--- src/design/mecanum_wheel_mixer_limiter_assert.svh ---
// Assertion macros shared by the mixer/limiter RTL.
// Both macros expect signals named clk and rst_n in the enclosing scope.
`ifndef MECANUM_WHEEL_MIXER_LIMITER_ASSERT_SVH
`define MECANUM_WHEEL_MIXER_LIMITER_ASSERT_SVH

// Same-cycle implication: when ante holds, cons must hold on that clock edge.
`define MWML_ASSERT_IMP(lbl, ante, cons) \
  lbl: assert property (@(posedge clk) disable iff (!rst_n) (ante) |-> (cons)) \
    else $error("mwml assertion failed");

// Next-cycle implication: when ante holds, cons must hold at the following clock edge.
`define MWML_ASSERT_NEXT(lbl, ante, cons) \
  lbl: assert property (@(posedge clk) disable iff (!rst_n) (ante) |=> (cons)) \
    else $error("mwml assertion failed");

`endif

--- src/design/mwml_pkg.sv ---
package mwml_pkg;

  // Default width of the signed speed fields.
  localparam int unsigned SPEED_BITS_DEF = 16;

  // Width of the wheel speed limit register, and of the quotient it bounds.
  localparam int unsigned LIMIT_BITS = 15;

  localparam logic [LIMIT_BITS-1:0] LIMIT_RESET = 15'd8000;

  localparam int unsigned NUM_WHEELS = 4;

endpackage

--- src/design/mwml_div.sv ---
module mwml_div #(
  parameter int unsigned NUM_BITS  = 32,
  parameter int unsigned DEN_BITS  = 17,
  parameter int unsigned QUOT_BITS = mwml_pkg::LIMIT_BITS
) (
  input  logic                 clk,
  input  logic [NUM_BITS-1:0]  num,
  input  logic [DEN_BITS-1:0]  den,
  output logic [QUOT_BITS-1:0] quot
);

  // Restoring division, one quotient bit per stage, MSB first.
  // The caller guarantees num < den * 2^QUOT_BITS.
  logic [NUM_BITS-1:0]  rem_r  [QUOT_BITS-1];
  logic [DEN_BITS-1:0]  den_r  [QUOT_BITS-1];
  logic [QUOT_BITS-1:0] quot_r [QUOT_BITS];

  genvar g;
  for (g = 0; g < QUOT_BITS; g++) begin : g_step
    logic [NUM_BITS-1:0]  rem_in;
    logic [DEN_BITS-1:0]  den_in;
    logic [QUOT_BITS-1:0] quot_in;
    logic [NUM_BITS-1:0]  trial;
    logic                 take;

    if (g == 0) begin : g_head
      assign rem_in  = num;
      assign den_in  = den;
      assign quot_in = '0;
    end else begin : g_body
      assign rem_in  = rem_r[g-1];
      assign den_in  = den_r[g-1];
      assign quot_in = quot_r[g-1];
    end

    assign trial = NUM_BITS'(den_in) << (QUOT_BITS - 1 - g);
    assign take  = (rem_in >= trial);

    always_ff @(posedge clk) begin
      quot_r[g] <= {quot_in[QUOT_BITS-2:0], take};
    end

    // The last stage only produces its quotient bit.
    if (g < QUOT_BITS - 1) begin : g_carry
      always_ff @(posedge clk) begin
        rem_r[g] <= take ? (rem_in - trial) : rem_in;
        den_r[g] <= den_in;
      end
    end
  end

  assign quot = quot_r[QUOT_BITS-1];

endmodule

--- config.mk ---
export PLATFORM = sky130hd
export DESIGN_NAME = mwml_div
export DESIGN_NICKNAME = d
export VERILOG_FILES = /design/src/design/mecanum_wheel_mixer_limiter_assert.svh /design/src/design/mwml_pkg.sv /design/src/design/mwml_div.sv
export SDC_FILE = /design/constraint.sdc
export NUM_CORES = 1
export LEC_CHECK = 0
export ABC_CLOCK_PERIOD_IN_PS = 8200
export BUFFER_PORTS_ARGS = -buffer_cell sky130_fd_sc_hd__clkbuf_2
export CAP_MARGIN = 20
export CORE_UTILIZATION = 25
export CTS_CLUSTER_DIAMETER = 100
export DETAILED_ROUTE_END_ITERATION = 10
export SYNTH_ARGS = -nofsm -noshare
export SYNTH_HDL_FRONTEND = slang
export SYNTH_SLANG_ARGS = --single-unit
--- constraint.sdc ---
create_clock -name clk -period 8.2 [get_ports clk]
set_input_delay 1.23 -clock clk [delete_from_list [all_inputs] [get_ports clk]]
set_output_delay 1.23 -clock clk [all_outputs]
set_load 0.1 [all_outputs]
# Word level (Yosys, flattened, before mapping)

Memory sizes are Yosys's and may differ from the RTL's.
Index checks and enable logic that the tools add are counted.

Add/subtract/negate cells: 14
Magnitude comparators: 15
Multiplexer cells: 14

Operators with widths:

| cell             | number |
|---|---|
| $mux W32         | 14 |
| $ge A32 B17 Y1   | 1 |
| $ge A32 B18 Y1   | 1 |
| $ge A32 B19 Y1   | 1 |
| $ge A32 B20 Y1   | 1 |
| $ge A32 B21 Y1   | 1 |
| $ge A32 B22 Y1   | 1 |
| $ge A32 B23 Y1   | 1 |
| $ge A32 B24 Y1   | 1 |
| $ge A32 B25 Y1   | 1 |
| $ge A32 B26 Y1   | 1 |
| $ge A32 B27 Y1   | 1 |
| $ge A32 B28 Y1   | 1 |
| $ge A32 B29 Y1   | 1 |
| $ge A32 B30 Y1   | 1 |
| $ge A32 B31 Y1   | 1 |
| $sub A32 B18 Y32 | 1 |
| $sub A32 B19 Y32 | 1 |
| $sub A32 B20 Y32 | 1 |
| $sub A32 B21 Y32 | 1 |
| $sub A32 B22 Y32 | 1 |
| $sub A32 B23 Y32 | 1 |
| $sub A32 B24 Y32 | 1 |
| $sub A32 B25 Y32 | 1 |
| 6 further kinds  | 6 |

Bits in registers: 0
Memory bits (writable): 911
Output and inout port bits: 15
Word-level logic and storage cells: 46
Memories: 3

Memory list:

| memory | words | bits a word | rd ports | clocked after Yosys merged registers in | wr ports | line           | RTL |
|---|---|---|---|---|---|---|---|
| rem_r  | 14    | 32          | 14       | 0                                       | 14       | mwml_div.sv:14 | `logic [NUM_BITS-1:0] rem_r [QUOT_BITS-1];` |
| den_r  | 14    | 17          | 14       | 0                                       | 14       | mwml_div.sv:15 | `logic [DEN_BITS-1:0] den_r [QUOT_BITS-1];` |
| quot_r | 15    | 15          | 15       | 0                                       | 15       | mwml_div.sv:16 | `logic [QUOT_BITS-1:0] quot_r [QUOT_BITS];` |

# Longest topological paths before layout

An unclocked memory read counts as a cell.

Depth after elaboration: 3
Mapped depth: 13

# Worst setup path before layout

Ideal clock, no wire load.

Path kind: input -> register
Start: input den[7]
End: memory rem_r[0][23]
Setup time: 0.121 ns
Arrival time: 3.452 ns
Required time: 8.079 ns
Path slack: 4.627 ns
Stages on the path: 12
Buffers on the path: 2
Path through: inv_1 > ha_1 > and3_1 > a31o_2 > nor4_1 > o41a_1 > o21ai_0 > a22oi_1 > and2_1 > buf_2 > buf_4 > mux2_2

RTL lines:

| element     | line           | RTL |
|---|---|---|
| from (decl) | mwml_div.sv:8  | `input logic [DEN_BITS-1:0] den,` |
| to (decl)   | mwml_div.sv:14 |  |

==> key figures <==
Outcome
  – Status: complete, no violations

Placement
  – Port bufs: 64
  – Cell total after placement: 5307
  – GPL Wtd Cong: 0.894
  – Dpl hpwl: 50000 um
  – DP Worst Slack: 3.93 ns

STA
  – Hold Vio Cnt, Final: 0
  – Setup TNS: 0 ns
  – Post-layout min period: 3.58 ns
  – FMAX: 0.279 GHz
  – Worst setup margin: 4.62 ns
  – Worst-Margin Slew: 1.08 ns
  – Clock skew: 0.0284 ns
  – Pins Over Slew Limit: 0
  – Fin Hold WS: 0.313 ns
  – Endpoints failing setup: 0
  – Unrepaired setup endpoints after global routing: no
  – Rel. slew slack: 27.0%
  – Final Cycle Share: 43.7%

Finish
  – Diode count: 0
  – Commonest non-fill, non-tap cells in the layout: 806 x dfxtp_1, 331 x inv_1, 255 x ha_1
  – Nets@finish: 3945
  – P&R area growth vs syn: 15.5%
  – Most common cell after layout, fill and taps aside: dfxtp_1
  – Layout cells sized above 1: 8.69%
  – Filler cell count: 13900
  – Final cell count without fillers: 5460
  – Util after Layout: 29.3%

Clock tree
  – Maximum root-to-sink buffer count: 3
  – Num CTS Buffers: 84
  – Postcts setup bufs: 0
  – Register clock-pin slew on the reported worst setup and hold paths: 0.06 ns
  – Post-CTS sizing: 0
  – Root Buffer Master: clkbuf_16
  – CTS Hold Bufs: 0
  – H-tree depth: 3
  – Clock sinks: 806
  – TritonCTS clock tree: built
  – Clk_lat worst skew: 0.66 ns

Detailed routing
  – Via-per-instance ratio: 4.39
  – Post-Route WL: 65900 um
  – Antenna Nets Post-Route: 0
  – DR iter-0 viols: 1380
  – Wire per inst: 12.1 um
  – Remaining DRCs: 0
  – 1st-pass router iterations: 5
  – DR vias: 24000

Synthesis
  – Share of flip-flops with an asynchronous set or reset: 0%
  – Prevailing post-synth register cell: dfxtp_1
  – Register bit total from synthesis: 806
  – Syn nets: 3857
  – Distinct cells, synth: 99
  – Sequential area share after synthesis: 47.5%
  – Synth Area in Adders: 10.2%
  – Mapped Avg Cell Area: 9.61 um^2
  – Post-synth EDFFs: 0
  – Xor/xnor share of the synthesized area: 7.14%
  – Mux cell area share after synthesis: 1.79%
  – Main combinational cell family by area after synthesis: compound AO/OA/AOI/OAI gates
  – Synth Warn #: 0
  – Synth Area in Simple Gates: 13.3%
  – Cells after Synth: 3538
  – Mapped cell area: 0.0340 mm^2
  – Compound-gate portion of the synthesized area: 15.5%

Setup path
  – Crit. End Element: flip-flop
  – FF-to-FF Start: den_r[0][69]$_DFF_P_
  – Crit start category: input port
  – Crit path from: den[9]
  – WP data arrival: 4.13 ns
  – CP max FO: 18
  – Critical Path RT: 8.74 ns
  – Critical path class: in2reg

Die
  – Row Count: 134
  – Top Ports: 65
  – Die width: 371 um
  – Die H: 371 um
  – Die area: 0.137 mm^2
  – Initial Util: 25.3%
  – Core Region: 0.134 mm^2

Global route
  – Vias in the first global route: 23400
  – Antenna violations before repair: 0
  – GRT Resource Usage Total: 9.45%
  – First-pass GRT wire length: 110000 um
  – Remaining Overflow, GRT: 0
  – Largest net degree at the start of global routing: 44

Power and ir drop
  – Clock power frac: 25.8%
  – Net Sw Frac: 34.8%
  – Comb power frac: 37.5%
  – IR drop worst, VDD: 163 uV
  – Leakage power total: 16.9 nW
  – Sequential share of power: 36.8%
  – Pint: 0.0101 W
  – Psw: 0.00539 W
  – Power density cells: 394 mW/mm^2

Flow run
  – Maxcap violations: 0

Min path
  – Worst hold path class: reg2reg
  – Hold Startpoint: quot_r[0][62]$_DFF_P_
==> kinds of logic (layout without fill, tap and decap cells) <==
kind of cell,Yosys count,after routing
multiplexers,55,55
flip-flops,806,806
AND/OR/NAND/NOR,899,899
AO/OA/AOI/OAI,827,827
buffers and inverters,405,559
adder cells (fa/ha/maj),269,269
XOR/XNOR,277,277
==> layer usage <==
metal  vias to the layer above  routed length, um  track usage, %
met3                       166               2370            1.79
met5                         -                  0               0
met1                     10800              30500            11.4
li1                      12500                  -               -
met2                       469              30500            16.2
met4                         0               2510            4.32
==> layout make-up <==
cell class	count	area, um^2	share of cell area [%]
Clock buffer	115	2430	6.20
Multi-Input combinational cell	2327	16300	41.5
Inverter	333	1250	3.18
Timing Repair Buffer	74	403	1.03
Tap cell	1768	2210	5.63
Sequential cell	806	16100	41.1
Clock inverter	37	517	1.32
==> cell usage after synthesis, types with 38 or more instances <==
cell        n  share of area, %
a21o_1     85               1.9
a21oi_1   236               3.5
clkbuf_1   43              0.47
dfxtp_1   806                47
ha_1      255               9.4
inv_1     331               3.7
mux2_2     47               1.6
nand2_1   253               2.8
nand2b_1   40              0.74
nand3_1    57              0.84
nor2_1    205               2.3
nor3_1     67              0.99
nor4_1     57               1.0
o21a_1     38              0.84
o21ai_0   223               3.3
xnor2_1   139               3.6
xor2_1    138               3.6
==> sequential cells by signal (all words and copies together), names as in the netlist <==
signal  cells
rem_r     448
quot_r    120
den_r     238
==> worst max-delay path: stages <==
cell      delay [ns]
clkbuf_2        0.08
inv_1           0.04
ha_1            0.36
and3_1          0.24
a31o_2          0.25
nor4_1          0.24
o41a_1          0.25
o21ai_0         0.11
a22oi_1         0.19
and2_1          0.72
mux2_2          0.42
==> power by group through the flow <==
| stage | Clock, W | Sequential [W] | Combinational, W |
|---|---|---|---|
| floorplan | 0 | 0.00559 | 0.00471 |
| global placement | 0 | 0.00577 | 0.00567 |
| detailed placement | 0 | 0.00577 | 0.00576 |
| CTS | 0.00413 | 0.00569 | 0.00579 |
| global route | 0.00430 | 0.00581 | 0.00658 |
| finish | 0.00399 | 0.00569 | 0.00580 |
==> worst paths after layout <==
check	to	slack (ns)	cells after the start
worst max-delay path	rem_r[0][23]$_DFF_P_	4.62	11
worst min register to register	quot_r[0][78]$_DFF_P_	0.31	0
worst max register to register	rem_r[0][190]$_DFF_P_	4.86	12
worst min-delay path	quot_r[0][78]$_DFF_P_	0.31	0
==> metrics by stage <==
step	area, um^2	total power, W
4_1_cts	39300	0.0156
2_1_floorplan	34000	0.0103
6_report	39300	0.0155
5_1_grt	39300	0.0167
3_3_place_gp	36300	0.0114
3_5_place_dp	36300	0.0115
Power figures use the tool's default switching activity.
